## config.mk

```make
export PLATFORM = sky130hd
export DESIGN_NAME = spdk_decay
export DESIGN_NICKNAME = d
export VERILOG_FILES = /design/src/design/spdk_pkg.sv /design/src/design/spdk_decay.sv
export SDC_FILE = /design/constraint.sdc
export NUM_CORES = 1
export LEC_CHECK = 0
export BUFFER_PORTS_ARGS = -buffer_cell sky130_fd_sc_hd__buf_2
export CORE_ASPECT_RATIO = 2
export CORE_MARGIN = 4
export CORE_UTILIZATION = 65
export CTS_CLUSTER_SIZE = 14
export DETAILED_ROUTE_END_ITERATION = 10
export HOLD_SLACK_MARGIN = 0.08
export PLACE_DENSITY = 0.83
export SETUP_SLACK_MARGIN = 0.05
export SYNTH_ARGS = -nofsm -noshare
export SYNTH_HDL_FRONTEND = slang
export SYNTH_SLANG_ARGS = --single-unit
```

## constraint.sdc

```tcl
create_clock -name clock -period 16.7 [get_ports clock]
set_input_delay 3.34 -clock clock [delete_from_list [all_inputs] [get_ports clock]]
set_output_delay 3.34 -clock clock [all_outputs]
set_load 0.02 [all_outputs]
```

## src/design/spdk_pkg.sv

```systemverilog
// Shared widths, constants, types and the square root helper of the smoother.
// Used by every RTL file of the block but spdk_ram; depends on nothing.
package spdk_pkg;

   localparam int BIN_W       = 7;
   localparam int MAG_W       = 32;
   localparam int MASK_W      = 16;
   localparam int LEVEL_W     = 17;
   localparam int DECAY_CFG_W = 12;
   localparam int DB_CFG_W    = 16;
   localparam int DECAY_W     = 14;

   localparam int NUM_BINS_DEF   = 128;
   localparam int NUM_B_BINS_DEF = 128;
   localparam int BIN_SPAN       = 1 << BIN_W;

   localparam int SQ_STEPS = 16;
   localparam int LOG_LAT  = SQ_STEPS + 3;
   localparam int DEC_LAT  = 3;

   localparam int REQ_DATA_W = 56;
   localparam int RSP_DATA_W = 40;
   localparam int CSR_IDX_W  = 3;
   localparam int CSR_DATA_W = 16;

   localparam logic [CSR_IDX_W-1:0] CSR_MIN_DECAY = 3'd0;
   localparam logic [CSR_IDX_W-1:0] CSR_MAX_DECAY = 3'd1;
   localparam logic [CSR_IDX_W-1:0] CSR_MASK_COEFF = 3'd2;
   localparam logic [CSR_IDX_W-1:0] CSR_MIN_DB = 3'd3;
   localparam logic [CSR_IDX_W-1:0] CSR_MAX_DB = 3'd4;

   localparam logic signed [LEVEL_W-1:0] LEVEL_RESET = -17'sd25600;
   localparam logic [MASK_W-1:0] MASK_UNITY = 16'd32768;
   localparam logic signed [17:0] FLOOR_MARGIN = 18'sd10240;
   localparam logic signed [19:0] DB_PER_LOG2 = 20'sd394566;
   localparam logic [5:0] EXP_BIAS = 6'd24;

   localparam logic [DECAY_CFG_W-1:0] MIN_DECAY_RST = 12'd128;
   localparam logic [DECAY_CFG_W-1:0] MAX_DECAY_RST = 12'd512;
   localparam logic [MASK_W-1:0] MASK_COEFF_RST = 16'd9830;
   localparam logic signed [DB_CFG_W-1:0] MIN_DB_RST = -16'sd15360;
   localparam logic signed [DB_CFG_W-1:0] MAX_DB_RST = 16'sd0;

   typedef struct packed {
      logic [DECAY_CFG_W-1:0] min_decay;
      logic [DECAY_CFG_W-1:0] max_decay;
      logic [MASK_W-1:0] coeff;
      logic signed [DB_CFG_W-1:0] min_db;
      logic signed [DB_CFG_W-1:0] max_db;
   } cfg_type;

   typedef struct packed {
      logic valid;
      logic func;
      logic [BIN_W-1:0] bin;
      logic [MASK_W-1:0] mask;
   } ctl_type;

   typedef struct packed {
      logic valid;
      logic [BIN_W-1:0] bin;
      logic [LEVEL_W-1:0] level;
      logic [MASK_W-1:0] mask;
   } res_type;

   typedef struct packed {
      logic we_a;
      logic we_b;
      logic [BIN_W-1:0] bin;
      logic [LEVEL_W-1:0] level;
      logic [MASK_W-1:0] mask;
   } fwd_type;

   // Integer square root of a constant; evaluated only at elaboration.
   function automatic logic [15:0] isqrt_q32(input logic [63:0] x);
      logic [63:0] rem;
      logic [63:0] root;
      logic [63:0] bit_v;
      rem = x;
      root = '0;
      bit_v = 64'h4000_0000_0000_0000;
      for (int i = 0; i < 32; i++) begin
         if (rem >= root + bit_v) begin
            rem = rem - (root + bit_v);
            root = (root >> 1) + bit_v;
         end else begin
            root = root >> 1;
         end
         bit_v = bit_v >> 2;
      end
      return root[15:0];
   endfunction

endpackage

```

## src/design/spdk_decay.sv

```systemverilog
// Decay per frame for a bin: square-root curve lookup, scale by the decay
// span and round. Three register stages. Uses spdk_pkg.
module spdk_decay import spdk_pkg::*; #(
   parameter int NUM_BINS = NUM_BINS_DEF
) (
   input  logic                      clock,
   input  logic                      en,
   input  logic [BIN_W-1:0]          bin,
   input  cfg_type                   cfg,
   output logic signed [DECAY_W-1:0] decay
);

   logic [15:0] sqrt_tab [BIN_SPAN];

   for (genvar g = 0; g < BIN_SPAN; g++) begin : g_tab
      localparam logic [63:0] QUOT = (64'(g) << 32) / 64'(NUM_BINS);
      assign sqrt_tab[g] = (g < NUM_BINS) ? isqrt_q32(QUOT) : 16'd0;
   end

   logic [15:0]               s_ff;
   logic signed [12:0]        diff;
   logic signed [29:0]        p_in;
   logic signed [29:0]        p_ff;
   logic signed [29:0]        rnd;
   logic signed [DECAY_W-1:0] add;
   logic signed [DECAY_W-1:0] decay_in;
   logic signed [DECAY_W-1:0] decay_ff;

   assign diff = signed'({1'b0, cfg.max_decay}) - signed'({1'b0, cfg.min_decay});
   assign p_in = 30'(diff) * 30'(signed'({1'b0, s_ff}));
   assign rnd = p_ff + 30'sd32768;
   assign add = DECAY_W'(rnd >>> 16);
   assign decay_in = signed'({2'b00, cfg.min_decay}) + add;

   always_ff @(posedge clock) begin
      if (en) begin
         s_ff <= sqrt_tab[bin];
         p_ff <= p_in;
         decay_ff <= decay_in;
      end
   end

   assign decay = decay_ff;

endmodule

```

Yosys cells after proc, flatten, opt, wreduce, memory -nomap -nowiden
Memory sizes are Yosys's and may differ from the RTL's. A register that Yosys moved wholly into a read port is not among the register bits.
Index checks and enable logic that the tools add are counted.
{"block": "totals", "regBits": 44, "rom_bits": 2048, "inputBits": 81, "out_inout_bits": 14, "word_cells": 8, "mem_count": 1}
{"block": "classes", "addsub": 3, "multipliers": 1, "bitwise_logic": 1}
{"memory": "(name not given)", "depth": 128, "width": 16, "read_ports": 1, "rd_clocked_by_memory_dff": 1, "wr": 0, "line": "spdk_decay.sv:37", "text": "s_ff <= sqrt_tab[bin];"}
{"cell": "adder 30 x 17 -> 30 bit, second input constant", "count": 1}
{"cell": "multiplier 13 x 17 -> 30 bit", "count": 1}
{"cell": "adder 13 x 14 -> 14 bit", "count": 1}
{"cell": "subtractor 12 x 12 -> 13 bit", "count": 1}
{"cell": "NOT 7 -> 8 bit", "count": 1}

Logic depth before layout (Yosys ltp)
Gate-level depths: netlist of the first run.
{"block": "logic_depth", "word_depth": 2, "ltp_mapped": 31, "ltp_nobuf": 29}

Least setup slack after synthesis of the first run
OpenSTA, ideal clock, no wires.
{"block": "synth_timing", "path_type": "input to register", "start": "input cfg[48] (netlist name)", "end": "register p_ff[24], data pin", "setup_time_ns": 0.264, "t_arrival_ns": 9.789, "required_time_ns": 16.436, "setup_slack_ns": 6.647, "cell_stages": 29, "path_buffers": 2, "path_cell_list": "inv_1 ha_1 fa_1 nor2b_1 o21ai_2 a21boi_1 o21ai_2 a21oi_1 or3_1 clkbuf_1 buf_2 nand3_1 fa_1 fa_1 inv_1 fa_1 fa_1 fa_1 inv_1 fa_1 inv_1 ha_1 and3_1 a31oi_1 a21boi_0 or3_1 a21oi_2 a31oi_1 xor2_1"}
{"block": "synth_between", "elab_chain_len": 2}
{"element": "start, declared", "line": "spdk_decay.sv:9", "text": "input cfg_type cfg,"}
{"element": "subtractor 12 x 12 -> 13 bit", "line": "spdk_decay.sv:29", "text": "assign diff = signed'({1'b0, cfg.max_decay}) - signed'({1'b0, cfg.min_decay});"}
{"element": "multiplier 13 x 17 -> 30 bit", "line": "spdk_decay.sv:30", "text": "assign p_in = 30'(diff) * 30'(signed'({1'b0, s_ff}));"}
{"element": "net p_in[24]", "line": "spdk_decay.sv:22", "text": "logic signed [29:0] p_in;"}
{"element": "end signal, assigned", "line": "spdk_decay.sv:38", "text": "p_ff <= p_in;"}
{"element": "end, declared", "line": "spdk_decay.sv:23", "text": "logic signed [29:0] p_ff;"}
The timed path passes the listed nets, and every way through them passes these cells.
A chain may end at the register's enable or synchronous reset.

Worst setup path in the final report of the first run
{"block": "layout_timing", "start": "input cfg[48] (netlist name)", "end": "register p_ff[26], data pin"}
The elaborated chain is that of the path after synthesis.

==> flow_metrics.py, run 1 <==
metrics = {
    "run_status": {
        "status": "complete, no violations",
    },
    "logic_synthesis": {
        "synth_top_area_cell": "fa_1",
        "yosys-top-cells-area": "fa_1 26%, ha_1 14%, edfxtp_1 11%, inv_1 6.5%, nand2_1 5.0%",
        "syn_inst": 1441,
        "ys_ff_latch": 45,
        "async_flop_share_pct": 0,
        "synth_most_common_cell": "inv_1",
        "dominantRegCellSynth": "edfxtp_1",
        "synth_area_per_cell_sq_um": 8.420,
        "yosysUniqueCellTypes": 75,
        "synth_common_cells": "211 x inv_1, 162 x nand2_1, 155 x fa_1",
        "netlist_area_sq_um": 12130,
        "yosysSeqAreaShare_pct": 11.14,
        "synth_top_area_share_pct": 25.57,
        "syn_nets": 1817,
        "synth-edff-count": 45,
        "yosys_warnings": 0,
    },
    "routing": {
        "wire_per_inst_microns": 22.38,
        "drt-initial-drc-count": 652,
        "highest_layer": "met4",
        "wirelength_mm": 36.70,
        "met2WireLength_mm": 19.49,
        "first_pass_iters": 5,
        "wl_met1_mm": 11.12,
        "route.detailed.drc": 0,
        "num_vias": 10743,
        "wl_met3_mm": 2.026,
        "ant_nets": 0,
        "routed_via_density": 6.551,
    },
    "timing": {
        "relSlewSlack_pct": 15.92,
        "timing.setup.tns_ps": 0,
        "grt_setup_unrepaired": "false",
        "setup_viol": 0,
        "period_needed_ps": 11060,
        "slew_violations": 0,
        "max_freq_ghz": 0.09038,
        "timing.final.crit_share_pct": 66.25,
        "worst_pin_slew_ps": 1257,
        "fin_worst_skew_ps": 8.205,
        "hold_violations": 0,
    },
    "place": {
        "hpwl_mm": 28.72,
        "portBuffers": 46,
        "gp_congestion": 1.019,
    },
    "final_layout": {
        "fin_nets": 1799,
        "fillers": 1501,
        "antennaDiodeCount": 0,
        "drive_gt1_share_pct": 7.514,
        "area_growth_pct": 3.383,
    },
    "worst_setup_path": {
        "crit_path_max_fanout": 16,
        "reg2reg_to": "p_ff[26]",
        "worstSetupPathType": "primary input to flop",
        "path_delay_family": "adder cells",
        "required_ps": 16760,
        "critical_path_buf_inv_count": 5,
        "endpoint_kind": "flop",
        "critPathSlowestCell": "o31ai_1",
        "worstSetupStartpointType": "primary input",
        "rr_worst_depth": 18,
        "crit_top_cell": "fa_1",
        "startpoint": "cfg[48]",
        "critPathMaxStageDelay_ps": 760,
        "rr_startpoint": "s_ff[5]",
        "crit_arrival_ps": 11120,
        "reg2reg_slack_ps": 10040,
    },
    "worst_hold_path": {
        "hold_end": "decay[13]",
        "holdCritStartpoint": "p_ff[29]",
        "hold_class": "flop to flop",
        "min_path_cells": 2,
    },
    "cts": {
        "htreeDepth": 2,
        "cts_resized": 0,
        "cts_setup_buffers": 0,
        "cts_hold_buf": 0,
        "clk_latency_ps": 300,
        "clock_sinks": 45,
        "clk_pin_slew_ps": 70,
        "cts.root.buffer_cell": "clkbuf_16",
        "cts_buffer_depth": 2,
        "cts_tree": "yes",
        "cts-buffers-inserted": 5,
    },
    "die": {
        "dieArea_sq_um": 21050,
        "coreArea_sq_um": 18310,
        "rows": 70,
        "io_pins": 95,
        "die_h_microns": 201.2,
        "start_util_pct": 66.28,
        "chipWidth_microns": 104.6,
    },
    "global_route": {
        "grt_overflow_total": 0,
        "track_usage_pct": 35.77,
        "antenna_found_initial": 1,
        "grt_pass1_wl_mm": 58.88,
        "grt_max_degree": 66,
        "grt_pass1_vias": 11757,
    },
    "flow_run": {
        "cap_violations": 0,
    },
}
## per-stage QoR
| step | setup slack (ps) | hold WS [ps] | instances | area (sq um) | util (%) |
|---|---|---|---|---|---|
| after floorplan | 6647 | 623.9 | 1441 | 12130 | - |
| after global placement | 5637 | 656.9 | 1632 | 12380 | 67.61 |
| after detailed placement | 5530 | 677.6 | 1632 | 12380 | 67.61 |
| after CTS | 5826 | 701.1 | 1640 | 12540 | 68.52 |
| after global routing | 5283 | 741.8 | 1640 | 12540 | 68.52 |
| final | 5636 | 687.1 | 1640 | 12540 | 68.52 |
## metal layers
metal  global-route usage (%)  vias to the layer above
met4                    32.33                        0
li1                         -                     4797
met1                    32.71                     5171
met3                    4.815                      241
met2                    66.60                      534
met5                        0                        -
## cell usage in the layout, fill, tap and decap left out, types with 4 or more instances in the layout
| cell type | instances |
|---|---|
| o31ai_1 | 7 |
| xor2_1 | 23 |
| nand4_1 | 5 |
| buf_2 | 46 |
| clkbuf_16 | 5 |
| o21a_1 | 7 |
| and3_2 | 7 |
| a211oi_1 | 20 |
| xnor2_1 | 24 |
| ha_1 | 140 |
| inv_1 | 211 |
| and4_1 | 6 |
| o21bai_1 | 5 |
| edfxtp_1 | 45 |
| nand2b_1 | 22 |
| mux4_2 | 7 |
| a211o_1 | 4 |
| and2_1 | 38 |
| nor3b_1 | 5 |
| nor3_1 | 21 |
| fa_1 | 155 |
| and3_1 | 16 |
| nand2_1 | 162 |
| a21o_1 | 20 |
| or3_1 | 14 |
| a221o_1 | 4 |
| nor2_1 | 65 |
| o21ai_0 | 66 |
| o2111ai_1 | 4 |
| buf_4 | 17 |
| a31oi_1 | 21 |
| a21oi_1 | 79 |
| o211ai_1 | 19 |
| nor2b_1 | 24 |
| nand3_1 | 40 |
## sequential cells by signal, indices dropped and copies added (netlist names)
| signal | count |
|---|---|
| s_ff | 16 |
| p_ff | 15 |
| decay | 14 |
## kinds of logic (layout without fill, tap and decap cells)
group | after synthesis | in the layout | synth area share [%]
and+or+nand+nor | 438 | 438 | 17.67
buffers and inverters | 302 | 285 | 9.848
AOI/OAI and AO/OA | 300 | 300 | 16.07
adders and majority gates | 297 | 297 | 40.18
xor gates and xnor gates | 48 | 48 | 3.465
DFF | 45 | 45 | 11.14
muxes | 11 | 11 | 1.640
## worst reg2reg max path, stage by stage, from the launching register on
cell,delay (ps)
edfxtp_1,840
nand2_1,180
fa_1,540
fa_1,550
inv_1,70
fa_1,530
fa_1,430
fa_1,490
inv_1,50
fa_1,500
inv_1,40
ha_1,310
and3_1,200
a31oi_1,190
a21boi_0,160
o31ai_1,760
o21ai_1,220
a21o_1,230
xor2_1,130
## worst max path at each step
stage	end	slack (ps)	cells past startpoint
after floorplan	p_ff[24]	6650	29
after global placement	p_ff[26]	5640	28
after detailed placement	p_ff[26]	5530	28
after CTS	p_ff[26]	5830	28
after global routing	p_ff[26]	5280	28
final	p_ff[26]	5640	28
## final cells by class
cell class	count	area [sq um]	share of cell area, %
Timing Repair Buffer	63	357.8	2.853
Tap cell	216	270.3	2.155
Sequential cell	45	1351	10.77
Multi-Input combinational cell	1094	9594	76.49
Inverter	214	803.3	6.404
Clock inverter	3	41.29	0.3292
Clock buffer	5	125.1	0.9975
Power of run 1 is left out: the tool's default activity adds up to more than one toggle a clock period on the data nets, which glitch-free logic cannot reach.
==> inputs of run 2 (changes only) <==
Settings changed: ABC_AREA set to 1, CORE_UTILIZATION 65 to 64, PLACE_DENSITY 0.83 to 0.82.
Clock period 16.7 ns to 11.4 ns, I/O delays scaled along.
==> run 2 against run 1 <==
Net effect: global-route usage increased by 10 points; non-clock buffer count fell by 8; design area is essentially flat; routed wire length is 27% higher; worst setup slack got worse by 3500 ps; synthesized cell count rose by 14%; critical path type unchanged; final cell count grew 15%; critical path depth unchanged; core utilization shrank 0.37 points; clock-buffer cell count is the same.
==> flow_metrics.py, run 2 <==
metrics = {
    "run_status": {
        "status": "complete, no violations",
    },
    "place": {
        "gp_congestion": 1.144,
        "portBuffers": 46,
        "hpwl_mm": 37.07,
    },
    "logic_synthesis": {
        "netlist_area_sq_um": 12060,
        "synth_top_area_cell": "fa_1",
        "synth_top_area_share_pct": 25.74,
        "synth_top_family_by_area": "adder cells",
        "syn_inst": 1648,
        "synthAdderAreaFrac_pct": 40.27,
        "dominantRegCellSynth": "edfxtp_1",
        "synth_compound_area_share_pct": 9.817,
        "async_flop_share_pct": 0,
        "synth_common_cells": "367 x nand2_1, 314 x inv_1, 161 x nor2_1",
        "yosysUniqueCellTypes": 45,
        "syn_nets": 2024,
        "synth-edff-count": 45,
        "synth_mux_area_share_pct": 0,
        "synth_most_common_cell": "nand2_1",
        "synth-simple-area-share_pct": 24.03,
        "synth_area_per_cell_sq_um": 7.316,
        "yosysSeqAreaShare_pct": 11.21,
        "synth-xor-area-share_pct": 2.470,
        "yosys-top-cells-area": "fa_1 26%, ha_1 15%, nand2_1 11%, edfxtp_1 11%, inv_1 9.8%",
        "ys_ff_latch": 45,
        "yosys_warnings": 0,
    },
    "cts": {
        "cts_tree": "yes",
        "cts-buffers-inserted": 5,
        "cts_resized": 0,
        "cts_hold_buf": 0,
        "clk_pin_slew_ps": 80,
        "clk_latency_ps": 310,
        "htreeDepth": 2,
        "cts.root.buffer_cell": "clkbuf_16",
        "cts_setup_buffers": 0,
        "clock_sinks": 45,
        "cts_buffer_depth": 2,
    },
    "die": {
        "dieArea_sq_um": 21230,
        "die_h_microns": 202.1,
        "io_pins": 95,
        "rows": 70,
        "chipWidth_microns": 105.1,
        "coreArea_sq_um": 18390,
        "start_util_pct": 65.55,
    },
    "worst_setup_path": {
        "worstSetupStartpointType": "primary input",
        "rr_startpoint": "s_ff[4]",
        "startpoint": "cfg[48]",
        "path_delay_family": "adder cells",
        "critical_path_buf_inv_count": 7,
        "worstSetupPathType": "primary input to flop",
        "crit_arrival_ps": 9320,
        "critPathSlowestCell": "nor3b_1",
        "crit_top_cell": "nand2_1",
        "critPathMaxStageDelay_ps": 710,
        "crit_path_max_fanout": 12,
        "endpoint_kind": "flop",
        "required_ps": 11450,
    },
    "timing": {
        "max_freq_ghz": 0.1079,
        "period_needed_ps": 9271,
        "timing.final.crit_share_pct": 81.32,
        "timing.setup.tns_ps": 0,
        "relSlewSlack_pct": 13.99,
        "fin_worst_skew_ps": 13.19,
        "setup_viol": 0,
        "grt_setup_unrepaired": "false",
        "hold_violations": 0,
        "worst_pin_slew_ps": 1270,
        "slew_violations": 0,
    },
    "routing": {
        "route.detailed.drc": 0,
        "num_vias": 12264,
        "wire_per_inst_microns": 24.91,
        "wirelength_mm": 46.78,
        "drt-initial-drc-count": 1078,
        "first_pass_iters": 7,
        "routed_via_density": 6.530,
        "ant_nets": 0,
    },
    "final_layout": {
        "fin_nets": 2037,
        "fillers": 1438,
        "top_register": "s_ff",
        "largest_register_ffs": 16,
        "layout_commonest_cell": "nand2_1",
        "antennaDiodeCount": 0,
        "area_growth_pct": 3.964,
        "drive_gt1_share_pct": 5.776,
        "final_cell_mix": "367 x nand2_1, 314 x inv_1, 161 x nor2_1",
    },
    "global_route": {
        "track_usage_pct": 45.80,
        "grt_pass1_vias": 13198,
        "grt_max_degree": 48,
        "antenna_found_initial": 0,
        "grt_pass1_wl_mm": 72.80,
        "grt_overflow_total": 0,
    },
    "worst_hold_path": {
        "holdCritStartpoint": "p_ff[16]",
        "hold_class": "flop to flop",
    },
    "flow_run": {
        "cap_violations": 0,
    },
}
==> run 2: layout make-up <==
class	instances	area (sq um)	share of cell area [%]
Inverter	329	1235	9.852
Sequential cell	45	1351	10.78
Multi-Input combinational cell	1225	9234	73.67
Tap cell	216	270.3	2.156
Timing Repair Buffer	55	297.8	2.376
Clock inverter	3	21.27	0.1697
Clock buffer	5	125.1	0.9982
==> run 2: cells by family (layout without fill, tap and decap cells) <==
logic type,after synthesis,in the layout
and+or+nand+nor,696,696
xor gates and xnor gates,34,34
DFF,45,45
buffers and inverters,378,392
AOI/OAI and AO/OA,200,200
adders and majority gates,295,295
==> run 2: final timing paths <==
path	end	slack, ps	cells past startpoint
setup / recovery	p_ff[22]	2130	28
hold / removal	decay[0]	680	2
setup reg to reg	p_ff[22]	5270	18
hold reg to reg	decay[0]	680	2
==> run 2: worst register-to-register path: stages, from the launching register on <==
cell,delay (ps)
edfxtp_1,770
nand3_1,210
fa_1,530
fa_1,560
inv_1,50
fa_1,500
fa_1,460
fa_1,520
inv_1,60
fa_1,500
inv_1,100
ha_1,350
nand2_1,110
nor3b_1,710
nand2_1,120
nand2_1,130
nand2_1,60
nand2_1,70
xor2_1,60
==> run 2: per-layer routing <==
metal	share of wire (%)	track usage, %
met3	8.9	11.12
met2	49	78.47
met1	27	40.08
met4	15	51.81
met5	0	0
==> run 2: through the flow <==
step	area [sq um]	util, %	setup WS, ps	hold WS, ps	cells
after floorplan	12060	-	3314	639.4	1648
after global placement	12390	67.35	2398	658.4	1870
after detailed placement	12390	67.35	2297	671.2	1870
after CTS	12530	68.15	2590	677.8	1878
after global routing	12530	68.15	1726	740.9	1878
final	12530	68.15	2129	678.1	1878
Power of run 2 is left out for the same reason.
==> inputs of run 3 (changes only) <==
Settings changed: CORE_UTILIZATION 64 to 57, PLACE_DENSITY 0.82 to 0.77.
Clock period 11.4 ns to 7.9 ns, I/O delays scaled along.
==> run 3 against run 2 <==
Net effect: critical path depth up 4; first-iteration DRC count shrank 0.56%; global-route usage is 1.8 points lower; design area increased by 6.5%; core utilization down 4.3 points; via count rose by 2.3%; clock skew fell by 3.0 ps; final cell count increased by 6.2%; routed wire length increased by 10%; worst hold slack improved by 55 ps; clock-buffer cell count is the same; largest cell class unchanged; highest routed layer unchanged.
==> flow_metrics.py, run 3 (same netlist as run 2, synthesis figures left out) <==
metrics = {
    "die": {
        "rows": 75,
        "coreArea_sq_um": 20930,
        "die_h_microns": 213.7,
        "chipWidth_microns": 110.8,
        "io_pins": 95,
        "dieArea_sq_um": 23680,
        "start_util_pct": 57.61,
    },
    "cts": {
        "clock_sinks": 45,
        "cts.root.buffer_cell": "clkbuf_16",
        "clk_latency_ps": 330,
        "cts_hold_buf": 0,
        "cts_buffer_depth": 2,
        "htreeDepth": 2,
        "clk_pin_slew_ps": 80,
        "cts-buffers-inserted": 5,
        "cts_tree": "yes",
    },
    "routing": {
        "route.detailed.drc": 0,
        "first_pass_iters": 7,
        "num_vias": 12547,
        "ant_nets": 0,
        "wire_per_inst_microns": 25.82,
        "routed_via_density": 6.292,
        "drt-initial-drc-count": 1072,
        "wirelength_mm": 51.49,
    },
    "run_status": {
        "status": "complete, no violations",
    },
    "timing": {
        "setup_ws_ps": 278.5,
        "setup_viol": 0,
        "slew_violations": 0,
        "period_needed_ps": 7622,
        "grt_setup_unrepaired": "false",
        "hold_violations": 0,
        "relSlewSlack_pct": 18.90,
        "hold_slack_ps": 733.1,
        "worst_pin_slew_ps": 1216,
        "fin_worst_skew_ps": 10.14,
        "max_freq_ghz": 0.1312,
        "timing.final.crit_share_pct": 96.47,
    },
    "global_route": {
        "track_usage_pct": 44.05,
        "antenna_found_initial": 0,
        "grt_overflow_total": 0,
        "grt_max_degree": 46,
        "grt_pass1_vias": 13520,
        "grt_pass1_wl_mm": 76.85,
    },
    "worst_setup_path": {
        "critPathMaxStageDelay_ps": 530,
        "required_ps": 7980,
        "crit_path_max_fanout": 4,
        "startpoint": "cfg[48]",
        "rr_startpoint": "s_ff[10]",
        "worstSetupStartpointType": "primary input",
        "crit_arrival_ps": 7700,
        "crit_top_cell": "nand2_1",
        "worstSetupPathType": "primary input to flop",
        "critPathSlowestCell": "fa_1",
        "endpoint_kind": "flop",
    },
    "final_layout": {
        "fillers": 1809,
        "drive_gt1_share_pct": 11.01,
        "fin_nets": 2100,
        "area_growth_pct": 10.77,
        "largest_register_ffs": 16,
        "top_register": "s_ff",
        "final_cell_mix": "364 x nand2_1, 312 x inv_1, 157 x nor2_1",
        "multiInputGateArea_sq_um": 9405,
        "antennaDiodeCount": 0,
        "layout_commonest_cell": "nand2_1",
        "seq_area_sq_um": 1351,
    },
    "worst_hold_path": {
        "holdCritStartpoint": "p_ff[29]",
        "hold_class": "flop to flop",
    },
    "place": {
        "hpwl_mm": 41.27,
        "pre_cts_ws_ps": -43.72,
        "gp_congestion": 1.095,
        "portBuffers": 46,
    },
    "flow_run": {
        "cap_violations": 0,
    },
}
## run 3: changes by cell type in the layout (fill, tap and decap cells not counted), sizes merged
| cell | before | now |
|---|---|---|
| buf | 55 | 118 |
| bufinv | 0 | 2 |
| clkinv | 1 | 0 |
| clkinvlp | 1 | 0 |
## run 3: metal layers
metal / track usage [%] / vias up / share of wire (%)
met3: 9.432 / 442 / 6.9
met1: 34.15 / 5948 / 25
li1: - / 5355 / -
met5: 0 / - / 0
met4: 55.02 / 0 / 16
met2: 80.24 / 802 / 51
## run 3: path summary, 6_finish.rpt
check,depth (start not counted),end,slack [ps]
worst max-delay path,32,p_ff[29],280
worst min-delay path,3,decay[13],730
worst max register to register,20,p_ff[29],1940
worst min register to register,3,decay[13],730
## run 3: area by class of cell
cell class | count | area share [%]
well taps | 269 | 2.520
inverters | 329 | 9.247
flip-flops and latches | 45 | 10.12
multi-input cells | 1225 | 70.42
clock inverters | 3 | 0.5153
repair buffers | 118 | 6.239
clock buffers | 5 | 0.9369
## run 3: worst max-delay path, delay by kind of cell
family	cells	cell delay, ps
buffers and inverters	7	690
AO/OA/AOI/OAI	3	540
adder cells (fa/ha/maj)	9	3630
AND/OR/NAND/NOR	13	1230
## run 3: stage by stage
stage	setup TNS (ps)	utilization, %	std cells	cell area, sq um
CTS	0	62.93	1992	13170
detailed placement	-149.1	62.00	1984	12970
floorplan	0	-	1648	12060
global route	0	63.82	1994	13360
finish	0	63.82	1994	13360
global placement	0	62.00	1984	12970
## run 3: repair_timing
item | CTS | global route
resized for setup | 0 | 36
setup buffers | 0 | 2
setup endpoints to repair | 0 | 13
Power of run 3 is left out for the same reason.
